$ cat config.mk
export PLATFORM = sky130hd
export DESIGN_NAME = dfd_ctrl
export DESIGN_NICKNAME = d
export VERILOG_FILES = /design/src/hdl/assert_macros.svh /design/src/hdl/dfd_pkg.sv /design/src/hdl/dfd_ctrl.sv
export SDC_FILE = /design/constraint.sdc
export NUM_CORES = 1
export LEC_CHECK = 0
export BUFFER_PORTS_ARGS = -buffer_cell sky130_fd_sc_hd__buf_2
export CORE_AREA = 5 5 42 44
export CTS_BUF_LIST = sky130_fd_sc_hd__clkbuf_4
export DETAILED_ROUTE_END_ITERATION = 6
export DIE_AREA = 0 0 47 49
export GPL_TIMING_DRIVEN = 0
export SLEW_MARGIN = 10
export SYNTH_ARGS = -nofsm -noshare
export SYNTH_HDL_FRONTEND = slang
export SYNTH_SLANG_ARGS = --single-unit
$ cat constraint.sdc
create_clock -name clock -period 1.1 [get_ports clock]
set_input_delay 0.33 -clock clock [delete_from_list [all_inputs] [get_ports clock]]
set_output_delay 0.33 -clock clock [all_outputs]
set_load 0.03 [all_outputs]
$ cat src/hdl/assert_macros.svh
// Assertion macros shared by the RTL of the derivative FLL derotator.
// Depends on nothing; assertions compile away when SYNTHESIS is defined.
`ifndef ASSERT_MACROS_SVH
`define ASSERT_MACROS_SVH
`ifndef SYNTHESIS
// Checks a boolean expression at every rising clock edge outside reset.
`define ASSERT_ALWAYS(lbl, clk, rst, expr) \
   lbl: assert property (@(posedge clk) disable iff (rst) (expr)) \
      else $error("assertion failed");
// Checks that the antecedent implies the consequent in the same cycle.
`define ASSERT_IMPLIES(lbl, clk, rst, ante, cons) \
   lbl: assert property (@(posedge clk) disable iff (rst) (ante) |-> (cons)) \
      else $error("assertion failed");
// Checks that the antecedent implies the consequent in the next cycle.
`define ASSERT_NEXT(lbl, clk, rst, ante, cons) \
   lbl: assert property (@(posedge clk) disable iff (rst) (ante) |=> (cons)) \
      else $error("assertion failed");
`else
`define ASSERT_ALWAYS(lbl, clk, rst, expr)
`define ASSERT_IMPLIES(lbl, clk, rst, ante, cons)
`define ASSERT_NEXT(lbl, clk, rst, ante, cons)
`endif
`endif

$ cat src/hdl/dfd_pkg.sv
// Package of the derivative FLL derotator: widths, register indexes, FSM
// and command types, and the sine table. Depends on nothing.
`timescale 1ns / 1ps

package dfd_pkg;

   localparam int SAMPLE_BITS    = 16;
   localparam int PHASE_BITS     = 32;
   localparam int TRIG_ADDR_BITS = 10;

   localparam int FREQ_BITS  = 32;
   localparam int GAIN_BITS  = 16;
   localparam int SHIFT_BITS = 6;
   localparam int PEND_W     = 2 * SAMPLE_BITS + 4;
   localparam int GPROD_W    = GAIN_BITS + PEND_W;
   localparam int TRIG_W     = 16;
   localparam int TRIG_FRAC  = 15;
   localparam int TRIG_ONE   = 32767;
   localparam int ROT_W      = SAMPLE_BITS + TRIG_W + 1;
   localparam int DIFF_W     = SAMPLE_BITS + 1;
   localparam int DPROD_W    = SAMPLE_BITS + DIFF_W;
   localparam int QLEN       = 1 << (TRIG_ADDR_BITS - 2);
   localparam int QIDX_W     = TRIG_ADDR_BITS - 1;

   localparam int CSR_IDX_W  = 1;
   localparam int CSR_DATA_W = 16;

   localparam logic [CSR_IDX_W-1:0]  CSR_LOOP_GAIN    = 1'b0;
   localparam logic [CSR_IDX_W-1:0]  CSR_GAIN_SHIFT   = 1'b1;
   localparam logic [SHIFT_BITS-1:0] GAIN_SHIFT_RESET = SHIFT_BITS'(32);

   localparam logic signed [ROT_W-1:0] SAT_HI = ROT_W'((1 << (SAMPLE_BITS - 1)) - 1);
   localparam logic signed [ROT_W-1:0] SAT_LO = -SAT_HI - ROT_W'(1);
   localparam logic signed [ROT_W-1:0] ROT_HALF = ROT_W'(1 << (TRIG_FRAC - 1));

   localparam longint HALF_PI_Q30 = 64'sd1686629713;
   localparam longint Q30_ONE     = 64'sd1 << 30;
   localparam longint HORNER_DIV [5] = '{110, 72, 42, 20, 6};

   typedef enum logic [2:0] {
      ST_IDLE,
      ST_TRIG,
      ST_MUL,
      ST_SUM,
      ST_DISC
   } dfd_state_type;

   // One-cycle strobes from the controller to the datapath.
   typedef struct packed {
      logic load;
      logic trig;
      logic mul;
      logic sum;
      logic disc;
   } dfd_cmd_type;

   typedef logic [TRIG_FRAC-1:0] qsine_type [QLEN+1];

   // Quarter-wave sine, amplitude TRIG_ONE, from a truncated Taylor series
   // in Q30 evaluated with Horner's scheme. Runs at elaboration only.
   function automatic qsine_type build_qsine();
      qsine_type tab;
      longint x, x2, t, s, v;
      for (int j = 0; j <= QLEN; j++) begin
         x  = (HALF_PI_Q30 * longint'(j) + longint'(QLEN / 2)) / QLEN;
         x2 = (x * x + (64'sd1 <<< 29)) >>> 30;
         t  = Q30_ONE;
         for (int i = 0; i < 5; i++) begin
            t = Q30_ONE - ((x2 * t) >>> 30) / HORNER_DIV[i];
         end
         s = (x * t) >>> 30;
         v = (s * TRIG_ONE + (64'sd1 <<< 29)) >>> 30;
         if (v > TRIG_ONE) begin
            v = TRIG_ONE;
         end
         if (v < 0) begin
            v = 0;
         end
         tab[j] = v[TRIG_FRAC-1:0];
      end
      return tab;
   endfunction

   localparam qsine_type QSINE = build_qsine();

   // Full-wave sine from the quarter table by symmetry.
   function automatic logic signed [TRIG_W-1:0] sine_at(input logic [TRIG_ADDR_BITS-1:0] k);
      logic [1:0]               q;
      logic [QIDX_W-1:0]        j;
      logic [QIDX_W-1:0]        idx;
      logic signed [TRIG_W-1:0] v;
      q   = k[TRIG_ADDR_BITS-1 -: 2];
      j   = {1'b0, k[TRIG_ADDR_BITS-3:0]};
      idx = q[0] ? (QIDX_W'(QLEN) - j) : j;
      v   = TRIG_W'(QSINE[idx]);
      return q[1] ? -v : v;
   endfunction

   function automatic logic signed [SAMPLE_BITS-1:0] sat_sample(
      input logic signed [ROT_W-1:0] v);
      priority if (v > SAT_HI) begin
         return SAMPLE_BITS'(SAT_HI);
      end else if (v < SAT_LO) begin
         return SAMPLE_BITS'(SAT_LO);
      end else begin
         return v[SAMPLE_BITS-1:0];
      end
   endfunction

endpackage

$ cat src/hdl/dfd_ctrl.sv
// Controller of the derivative FLL derotator: sequences the four datapath
// steps and owns both handshakes. Depends on dfd_pkg.
`timescale 1ns / 1ps

module dfd_ctrl (
   input  logic                 clock,
   input  logic                 reset,
   input  logic                 req_valid,
   output logic                 req_ready,
   output logic                 rsp_valid,
   input  logic                 rsp_ready,
   output dfd_pkg::dfd_cmd_type cmd
);
   import dfd_pkg::*;

   dfd_state_type state_ff, state_in;
   logic          rsp_valid_ff, rsp_valid_in;
   logic          out_free;

   // The output register can take a word when empty or emptied this cycle.
   assign out_free = !rsp_valid_ff || rsp_ready;

   always_ff @(posedge clock) begin
      if (reset) begin
         state_ff     <= ST_IDLE;
         rsp_valid_ff <= 1'b0;
      end else begin
         state_ff     <= state_in;
         rsp_valid_ff <= rsp_valid_in;
      end
   end

   always_comb begin
      state_in  = state_ff;
      req_ready = 1'b0;
      cmd       = '0;
      unique case (state_ff)
         ST_IDLE: begin
            req_ready = 1'b1;
            if (req_valid) begin
               state_in = ST_TRIG;
            end
         end
         ST_TRIG: begin
            cmd.trig = 1'b1;
            state_in = ST_MUL;
         end
         ST_MUL: begin
            cmd.mul  = 1'b1;
            state_in = ST_SUM;
         end
         ST_SUM: begin
            cmd.sum  = 1'b1;
            state_in = ST_DISC;
         end
         ST_DISC: begin
            if (out_free) begin
               cmd.disc  = 1'b1;
               req_ready = 1'b1;
               state_in  = req_valid ? ST_TRIG : ST_IDLE;
            end
         end
         default: begin
            state_in = ST_IDLE;
         end
      endcase
      cmd.load = req_valid && req_ready;
   end

   always_comb begin
      if (cmd.disc) begin
         rsp_valid_in = 1'b1;
      end else if (rsp_ready) begin
         rsp_valid_in = 1'b0;
      end else begin
         rsp_valid_in = rsp_valid_ff;
      end
   end

   assign rsp_valid = rsp_valid_ff;

endmodule

* Word-level counts from Yosys, hierarchy flattened
Cells that the tools add are included.
Widths: inputs -> output; s select.
** Word-level totals
- Word-level logic and storage cells :: 26
- Register bits after elaboration :: 4
- Output and inout bits :: 7
** Cells by class
- Multiplexer cells :: 12
- Equality and inequality tests :: 6
- Reduce and logical (&&, ||, !) cells :: 6
** Operator list (number)
- $pmux 3 s5 :: 1
- $mux 1 :: 8
- $eq 3x2->1 const B :: 2
- $mux 3 :: 2
- $ne 2x2->1 const B :: 2
- $eq 3x1->1 const B :: 1
- $eq 3x3->1 const B :: 1
- $logic_not 3->1 :: 1
- $pmux 1 s2 :: 1
- $reduce_and 2->1 :: 1
- $reduce_bool 2->1 :: 1
- $logic_and 1x1->1 :: 1
- $logic_not 1->1 :: 1
- $logic_or 1x1->1 :: 1

* Longest topological paths before layout
Gate-level depths: netlist of run 1.
- Word-level depth :: 5
- Gate-level depth with buffers :: 4
- Depth with buffers taken out :: 3

* Least setup slack after synthesis of run 1
Ideal clock, no wire load.
- Path kind :: reg-to-output
- From :: register rsp_valid_ff, in the netlist rsp_valid
- To :: output cmd[4] (netlist name)
- Path slack :: -0.497 ns
- Data required time :: 0.770 ns
- Buffers on the path :: 0
- Cell stages (with the launch flop) :: 4
- Arrival :: 1.267 ns
- Cells stage by stage :: dfxtp_1 -> nor2b_4 -> a21boi_2 -> and2_1
** RTL lines
- start, declared :: RTL line dfd_ctrl.sv:17 : logic rsp_valid_ff, rsp_valid_in;
- start signal, assigned :: RTL line dfd_ctrl.sv:29 : rsp_valid_ff <= rsp_valid_in;
- end, declared :: RTL line dfd_ctrl.sv:12 : output dfd_pkg::dfd_cmd_type cmd

==> impl_results.md, run 1 <==
- Outcome: complete, but fails checks
- Violations in the final reports: setup timing
- Initial Utilization: 0.157
- TritonCTS clock tree: done
- Worst hold stages: 2
- CTS Buf Count: 3
- Number of distinct library cells after synthesis: 16
- Dpl hpwl: 388 um
- Vias in the first global route: 232
- Mapped cell area: 220 um^2
- Post-Synth Simple-Gate Area: 0.403
- Most area-consuming cells after synthesis: dfxtp_1, buf_4, nor2_1, nor3b_1, nor4b_2
- Later-pin clock latency in the skew report: 0.24 ns
- Final TNS setup: -1.86 ns
- Largest family of logic cells by synthesized area: simple AND/OR/NAND/NOR gates
- Largest net degree at the start of global routing: 10
- Finished Cell Area: 474 um^2
- Reg-to-Reg End: state_ff[2]
- DRC: 0
- I/O Pins: 11
- Comb pwr share: 0.371
- Max_cap viols: 0
- Minimum clock period: 1.48 ns
- # setup viols final: 7
- Fin nets: 51
- Sequential area share after synthesis: 0.364
- Post-Synthesis Cells: 24
- Fillers: 159
- Measured slew at the worst slew-check pin: 0.171 ns
- Post-synthesis compound-gate area fraction: 0.125
- Min-Delay Endpoint: state_ff[0]
- Clock network power share: 0.367
- Leakage power: 0.216 nW
- H-tree Lvls: 1
- Initial antenna violation count: 0
- Type of origin of the critical path: flip-flop
- Num rows: 14
- Post-Route WL: 576 um
- Vias per cell: 4.00
- DRT antenna net count: 0
- CTS Root Cell: clkbuf_4
- WS Path Type: reg2out
- Int Power: 0.446 mW
- Fin worst setup slack: -0.382 ns
- Worst IR Drop VDD: 756 uV
- Routed WL per cell: 9.29 um
- Fin. max-slew vios: 0
- Syn_nets: 28
- CP required: 0.77 ns
- Syn. warnings: 0
- First-pass GRT wire length: 1.01 mm
- Die width: 47 um
- Post-synth top area share: 0.364
- Hold WS: 0.297 ns
- NetSw: 0.184 mW
- Critical R2R Launch: state_ff[1]
- Router iterations before antenna repair: 1
- Worst Path Arrival: 1.15 ns
- Post-synthesis mux area share: 0
- Die height: 49 um
- Avg Cell Area, Syn: 9.18 um^2
- Synth Area in XOR/XNOR: 0.0398
- Power Density: 1330 nW/um^2
- Final clock skew: 0.00803 ns
- Register share of total power: 0.261
- # hold bufs at CTS: 0
- R2R Setup Slk: 0 ns
- Port buffer count: 10
- Final Hold Viols: 0
- CP endpoint kind: primary output
- DP Worst Slack: -0.223 ns
- Ant diodes: 0
- Synth-to-layout area growth: 115%
- Placed insts: 50
- R2R cell count: 5
- First DRT Iteration DRCs: 0
- Non-filler instance count after layout: 62
- Rel. slew slack: 0.886
- Sinks on Clock Net: 4
- Fmax: 0.675 GHz
- Total core area: 1400 um^2
- Synth Area in Adders: 0
- CTS Buffer Depth: 2
- Ratio of cells with drive above 1 in the final layout: 0.783
- Clock transition at path regs: 0.04 ns
- Dominant cell type by area after synthesis: dfxtp_1
- Vias post-DR: 248
- Total Power: 0.630 mW
- Gpl congestion: 0.613
- Synth Register Bits: 4
- Worst-path maximum fanout: 3
- Unrepaired setup endpoints after global routing: yes
- Sw frac: 0.292
- Final Util: 0.338
- Die area: 2300 um^2
- Total track usage: 0.0627
- HP Class: in2reg
- Global route overflow: 0
- Crit share post-route: 1.35
- Post-DP Area: 323 um^2
- Hold_sp: reset
==> synthesized netlist by cell type (all sizes together) <==
cell type	count
dfxtp	4
buf	2
and3b	1
nor3b	2
a31oi	1
a21oi	1
o21ai	1
nor2	5
nor3	1
xnor2	1
nand2	1
nor4b	1
nor2b	1
a21boi	1
and2	1
==> per-layer routing <==
layer | part of all wire | up-vias | GRT usage
met2 | 0.46 | 10 | 0.0837
met1 | 0.41 | 113 | 0.0747
li1 | - | 125 | -
met3 | 0.12 | 0 | 0.0443
met5 | 0 | - | 0
met4 | 0 | 0 | 0.0276
==> layout by cell type (no fill, tap or decap), drive strengths merged <==
cell type and n:
clkbuf 4, and3b 1, o21ai 1, nand2 1, buf 20, nor4b 1
a21boi 1, nor2b 1, nor3 1, a31oi 1, nor3b 2, a21oi 1
and2 1, dfxtp 4, nor2 5, xnor2 1
==> power by group through the flow <==
| stage | sequential (mW) | combinational (mW) | clock (mW) |
|---|---|---|---|
| finish | 0.164 | 0.234 | 0.231 |
| global route | 0.165 | 0.250 | 0.261 |
| CTS | 0.165 | 0.222 | 0.247 |
| detailed placement | 0.177 | 0.138 | 0 |
| global placement | 0.176 | 0.137 | 0 |
| floorplan | 0.174 | 0.105 | 0 |
==> critical path, stage by stage, from the launching register on <==
cell	delay, ns
dfxtp_4	0.34
nor2_4	0.11
a21boi_4	0.19
and2_4	0.16
buf_6	0.12
==> final cells by class <==
type | count | area [um^2] | share of cell area
Timing Repair Buffer | 19 | 161 | 0.340
Tap cell | 16 | 20.0 | 0.0422
Sequential cell | 4 | 91.3 | 0.193
Buffer | 1 | 11.3 | 0.0237
Multi-Input combinational cell | 18 | 160 | 0.338
Clock buffer | 4 | 30.0 | 0.0633
==> flip-flops by register name (all words and copies together), names as in the netlist <==
name       flops
state_ff       3
rsp_valid      1
==> worst max-delay path by stage <==
stage | startpoint | endpoint | slack (ns) | cells past startpoint
CTS | state_ff[1] | cmd[4] | -0.39 | 4
floorplan | state_ff[0] | cmd[4] | -0.25 | 3
global route | state_ff[0] | cmd[4] | -0.44 | 4
detailed placement | state_ff[0] | cmd[4] | -0.22 | 4
global placement | rsp_ready | cmd[4] | -0.22 | 5
finish | state_ff[1] | cmd[4] | -0.38 | 4
==> timing repair <==
action,4_1_cts,5_1_grt
pin swaps,5,0
setup buffers,8,1
endpoints found under the setup margin,7,8
gates resized for setup,16,4
==> cells by family (layout without fill, tap and decap cells) <==
kind of cell	count (synthesis)	count (layout)
AO/OA/AOI/OAI	4	4
flip-flops	4	4
AND/OR/NAND/NOR	13	13
buffers and inverters	2	24
XOR/XNOR	1	1
(Power assumes the default switching activity.)
==> run 2, diff against run 1 <==
clock period = 1.5 ns   (was 1.1 ns; I/O delays follow)
==> impl_results.md, run 2 (synthesis gave the netlist of run 1 again) <==
- Largest register FFs: 3 (unchanged)
- Worst hold stages: 2 (unchanged)
- Sw frac: 0.296 (+0.00473)
- I/O Pins: 11 (unchanged)
- Rel. slew slack: 0.885 (about the same)
- Fin. max-slew vios: 0 (unchanged)
- Dpl hpwl: 389 um (+0.44%)
- Register area: 88.8 um^2 (-2.7%)
- DRT antenna net count: 0 (unchanged)
- Vias in the first global route: 225 (-3.0%)
- Placed insts: 50 (unchanged)
- Later-pin clock latency in the skew report: 0.23 ns (about the same)
- Largest net degree at the start of global routing: 10 (unchanged)
- WS Path Type: reg2out
- First DRT Iteration DRCs: 2 (+2)
- Clock network power share: 0.335 (-0.032)
- Worst Path Arrival: 1.12 ns (-0.03 ns)
- Global route overflow: 0 (unchanged)
- Non-filler instance count after layout: 56 (-9.7%)
- Port buffer count: 10 (unchanged)
- Comb pwr share: 0.331 (-0.040)
- Commonest non-fill, non-tap cells in the layout: buf_4, buf_2, nor2_1, clkbuf_4, buf_6
- Die height: 49 um (unchanged)
- Num rows: 14 (unchanged)
- Router iterations before antenna repair: 2 (+1)
- Power Density: 959 nW/um^2 (-28%)
- Leakage power: 0.177 nW (-18%)
- Violations in the final reports: setup timing
- Type of origin of the critical path: flip-flop
- Fin nets: 46 (-9.8%)
- Initial antenna violation count: 0 (unchanged)
- Routed WL per cell: 9.20 um (-1.0%)
- Crit share post-route: 1.05
- Worst Setup SP: state_ff[0]
- # setup viols final: 4 (-3)
- Measured slew at the worst slew-check pin: 0.172 ns (+0.00101 ns)
- Total core area: 1400 um^2 (unchanged)
- Fillers: 169 (+6.3%)
- Initial Utilization: 0.157 (unchanged)
- DRC: 0 (unchanged)
- Unrepaired setup endpoints after global routing: yes
- Total track usage: 0.0521 (-0.0105)
- Gpl congestion: 0.640 (+4.4%)
- Area of the multi-input gates: 151 um^2 (-5.5%)
- HP Class: in2reg
- Critical R2R Launch: state_ff[2]
- Max_cap viols: 0 (unchanged)
- Outcome: complete, but fails checks
- Ratio of cells with drive above 1 in the final layout: 0.750 (-0.0326)
- Vias per cell: 3.89 (-2.7%)
- Worst-path maximum fanout: 3 (unchanged)
- Most common cell after layout, fill and taps aside: buf_4
- NetSw: 0.112 mW (-39%)
- Int Power: 0.266 mW (-40%)
- Post-Route WL: 515 um (-11%)
- CTS Buffer Depth: 2 (unchanged)
- CP endpoint kind: primary output
- TritonCTS clock tree: done
- Sinks on Clock Net: 4 (unchanged)
- Most flop-heavy register: state_ff
- DP Worst Slack: -0.121 ns (+0.101 ns)
- Die area: 2300 um^2 (unchanged)
- Minimum clock period: 1.57 ns
- CTS Buf Count: 3 (unchanged)
- Final Hold Viols: 0 (unchanged)
- Fin worst setup slack: -0.0729 ns (+0.309 ns)
- Worst IR Drop VDD: 314 uV (-58%)
- Vias post-DR: 218 (-12%)
- Fmax: 0.636 GHz
- CTS Root Cell: clkbuf_4
- CP required: 1.05 ns (+0.28 ns)
- Ant diodes: 0 (unchanged)
- Final clock skew: 0.00155 ns (-0.00649 ns)
- R2R Setup Slk: 0.44 ns (+0.44 ns)
- Synth-to-layout area growth: 79.0%
- Hold_sp: reset
- First-pass GRT wire length: 834 um (-17%)
- Register share of total power: 0.333 (+0.072)
- Clock transition at path regs: 0.04 ns (about the same)
- H-tree Lvls: 1 (unchanged)
- R2R cell count: 4 (-1)
- Die width: 47 um (unchanged)
==> run 2: metrics by stage <==
step / setup TNS (ns) / util / power [mW] / hold slack [ns] / instance area (um^2)
global placement: -0.163 / 0.213 / 0.220 / 0.555 / 299
detailed placement: -0.179 / 0.213 / 0.222 / 0.563 / 299
global route: -0.421 / 0.281 / 0.404 / 0.432 / 394
finish: -0.135 / 0.281 / 0.378 / 0.434 / 394
floorplan: -0.321 / - / 0.196 / 0.518 / 229
CTS: -0.203 / 0.270 / 0.381 / 0.428 / 378
==> run 2: what timing repair did <==
item / CTS / global route
gates cloned: 0 / 0
buffers inserted: 4 / 1
hold endpoints to repair: 0 / 0
endpoints found under the setup margin: 6 / 6
resized for setup: 15 / 4
hold buffers: 0 / 0
pin swaps: 4 / 1
==> run 2: path summary, 6_finish.rpt <==
kind,end
hold / removal,state_ff[2]
hold reg to reg,state_ff[1]
setup / recovery,cmd[4]
setup reg to reg,state_ff[2]
==> run 2: power by group through the flow <==
stage / Clock (mW) / Combinational [mW] / Sequential, mW
global route: 0.141 / 0.135 / 0.128
floorplan: 0 / 0.0708 / 0.125
detailed placement: 0 / 0.0946 / 0.127
global placement: 0 / 0.0940 / 0.126
CTS: 0.134 / 0.119 / 0.127
finish: 0.127 / 0.125 / 0.126
==> run 2: cell type report <==
type | count | share of cell area
Clock buffer | 3 | 0.0571
Multi-Input combinational cell | 18 | 0.384
Sequential cell | 4 | 0.225
Tap cell | 16 | 0.0508
Timing Repair Buffer | 15 | 0.283
==> run 2: layer usage <==
layer  routed length (um)  vias to the layer above  track usage  share of wire
li1                     -                      114            -              -
met1                  215                       98       0.0529           0.42
met2                  251                        6       0.0792           0.49
met3                   47                        0       0.0443          0.091
met4                    0                        0       0.0138              0
met5                    0                        -            0              0
==> run 2: worst max-delay path, stage by stage (launching register included) <==
cell and delay, ns:
dfxtp_4 0.34, nor2_4 0.11, a21boi_4 0.17, and2_4 0.15, buf_6 0.12
==> run 3, diff against run 2 <==
CELL_PAD_IN_SITES_DETAIL_PLACEMENT = 0   (was unset)
CELL_PAD_IN_SITES_GLOBAL_PLACEMENT = 1   (was unset)
PLACE_DENSITY_LB_ADDON = 0.1   (was unset)
clock period = 1.35 ns   (was 1.5 ns; I/O delays follow)
==> impl_results.md, run 3 (synthesis gave the netlist of run 1 again) <==
- # hold bufs at CTS: 0 (unchanged)
- Fin. max-slew vios: 0 (unchanged)
- Ratio of cells with drive above 1 in the final layout: 0.773 (+0.0227)
- Worst-path maximum fanout: 3 (unchanged)
- Initial antenna violation count: 0 (unchanged)
- Post-DP Area: 299 um^2 (unchanged)
- Fin worst setup slack: -0.186 ns (-0.113 ns)
- NetSw: 0.143 mW (+28%)
- Most flop-heavy register: state_ff
- CP required: 0.95 ns (-0.10 ns)
- CTS Buffer Depth: 2 (unchanged)
- Outcome: complete, but fails checks
- Int Power: 0.319 mW (+20%)
- Die height: 49 um (unchanged)
- CTS Buf Count: 3 (unchanged)
- Routed WL per cell: 10.8 um (+17%)
- Rel. slew slack: 0.889 (+0.00453)
- HP Class: in2reg
- Worst IR Drop VDD: 601 uV (+91%)
- Largest register FFs: 3 (unchanged)
- Slowest cell on crit path: dfxtp_4
- Global route overflow: 0 (unchanged)
- Most common cell after layout, fill and taps aside: buf_4
- Worst Path Arrival: 1.13 ns (about the same)
- H-tree Lvls: 1 (unchanged)
- Placed insts: 50 (unchanged)
- Comb pwr share: 0.374 (+0.043)
- Vias per cell: 4.10 (+5.3%)
- Violations in the final reports: setup timing
- Clock network power share: 0.331 (-0.004)
- Total core area: 1400 um^2 (unchanged)
- Final Hold Viols: 0 (unchanged)
- Sinks on Clock Net: 4 (unchanged)
- CTS Root Cell: clkbuf_4
- Final clock skew: 0.00616 ns (+0.00461 ns)
- Total track usage: 0.0613 (+0.00912)
- DRT antenna net count: 0 (unchanged)
- Worst hold stages: 2 (unchanged)
- Sw frac: 0.310 (+0.0138)
- Max incr delay on CP: 0.34 ns (about the same)
- CP endpoint kind: primary output
- Die area: 2300 um^2 (unchanged)
- Die width: 47 um (unchanged)
- # setup viols final: 6 (+2)
- First-pass GRT wire length: 952 um (+14%)
- Unrepaired setup endpoints after global routing: yes
- Area of the multi-input gates: 155 um^2 (+2.5%)
- R2R cell count: 4 (unchanged)
- R2R Setup Slk: 0.34 ns (-0.10 ns)
- Router iterations before antenna repair: 2 (unchanged)
- Port buffer count: 10 (unchanged)
- Fin nets: 50 (+8.7%)
- Later-pin clock latency in the skew report: 0.24 ns (about the same)
- Hold_sp: reset
- Register share of total power: 0.294 (-0.039)
- Fillers: 169 (unchanged)
- Critical R2R Launch: state_ff[1]
- Vias post-DR: 246 (+13%)
- Clock transition at path regs: 0.04 ns (about the same)
- I/O Pins: 11 (unchanged)
- Num rows: 14 (unchanged)
- TritonCTS clock tree: done
- Crit share post-route: 1.14
- Largest net degree at the start of global routing: 10 (unchanged)
- Power Density: 1050 nW/um^2 (+9.1%)
- Fmax: 0.651 GHz
- Synth-to-layout area growth: 101%
- Finished Cell Area: 442 um^2 (+12%)
- Min-Delay Endpoint: state_ff[2]
- Initial Utilization: 0.157 (unchanged)
- DRC: 0 (unchanged)
- Measured slew at the worst slew-check pin: 0.165 ns (-0.00686 ns)
- First DRT Iteration DRCs: 1 (-1)
- Non-filler instance count after layout: 60 (+7.1%)
- Post-Route WL: 646 um (+25%)
- Leakage power: 0.206 nW (+16%)
- Gpl congestion: 0.657 (+2.7%)
- Type of origin of the critical path: flip-flop
- CP top delay family: flip-flops
- Commonest non-fill, non-tap cells in the layout: buf_4, buf_2, buf_6
- WP buf/inv: 1 (unchanged)
- WS Path Type: reg2out
- Reg-to-Reg End: state_ff[2]
- Minimum clock period: 1.54 ns
- Ant diodes: 0 (unchanged)
- Max_cap viols: 0 (unchanged)
- Dpl hpwl: 425 um (+9.1%)
- Vias in the first global route: 226 (+0.44%)
- Register area: 88.8 um^2 (unchanged)
- CP cell instances: nor2_4 -> a21boi_4 -> and2_4 -> buf_6
-- run 3: cell types whose count changed in the layout (fill, tap and decap cells not counted) --
cell / previous run / this run
and3b_1: 0 / 1
and3b_2: 1 / 0
buf_12: 0 / 1
buf_2: 5 / 6
buf_4: 7 / 8
buf_6: 3 / 4
nor3b_1: 1 / 0
nor3b_2: 1 / 2
-- run 3: area by class of cell --
class                      instances  area share
clock buffer                       3      0.0510
timing repair buffer              18       0.326
buffer                             1      0.0255
sequential                         4       0.201
tap                               16      0.0453
multi-input combinational         18       0.351
-- run 3: routing by layer --
layer	part of all wire	global-route usage
met4	0	0
met5	0	0
met2	0.51	0.0837
met1	0.38	0.0703
met3	0.10	0.0664
-- run 3: timing repair --
item / 4_1_cts / 5_1_grt
gates resized for setup: 16 / 4
setup endpoints to repair: 6 / 6
pin swaps: 4 / 4
cloned: 0 / 1
buffers inserted: 5 / 2
-- run 3: power by group through the flow --
stage	combinational, mW	sequential [mW]	clock [mW]
3_5_place_dp	0.107	0.142	0
2_1_floorplan	0.0786	0.139	0
3_3_place_gp	0.106	0.141	0
4_1_cts	0.153	0.141	0.161
6_report	0.173	0.136	0.153
5_1_grt	0.184	0.137	0.172
-- run 3: how the worst max path moves through the flow --
stage                            from  depth (start not counted)      to  slack [ns]
after detailed placement    rsp_ready                          5  cmd[4]       -0.17
after global placement      rsp_ready                          5  cmd[4]       -0.17
after floorplan           state_ff[0]                          1  cmd[3]       -0.23
after CTS                 state_ff[0]                          4  cmd[4]       -0.23
final                     state_ff[1]                          4  cmd[4]       -0.19
after global routing      state_ff[1]                          4  cmd[4]       -0.23
-- run 3: through the flow --
step,util,setup TNS (ns),hold slack (ns),setup slack (ns),total power [mW]
after floorplan,-,-0.656,0.477,-0.229,0.218
after global placement,0.213,-0.277,0.559,-0.169,0.247
after detailed placement,0.213,-0.292,0.566,-0.172,0.248
after CTS,0.293,-0.906,0.386,-0.229,0.455
after global routing,0.315,-1.09,0.391,-0.231,0.493
final,0.315,-0.804,0.390,-0.186,0.462
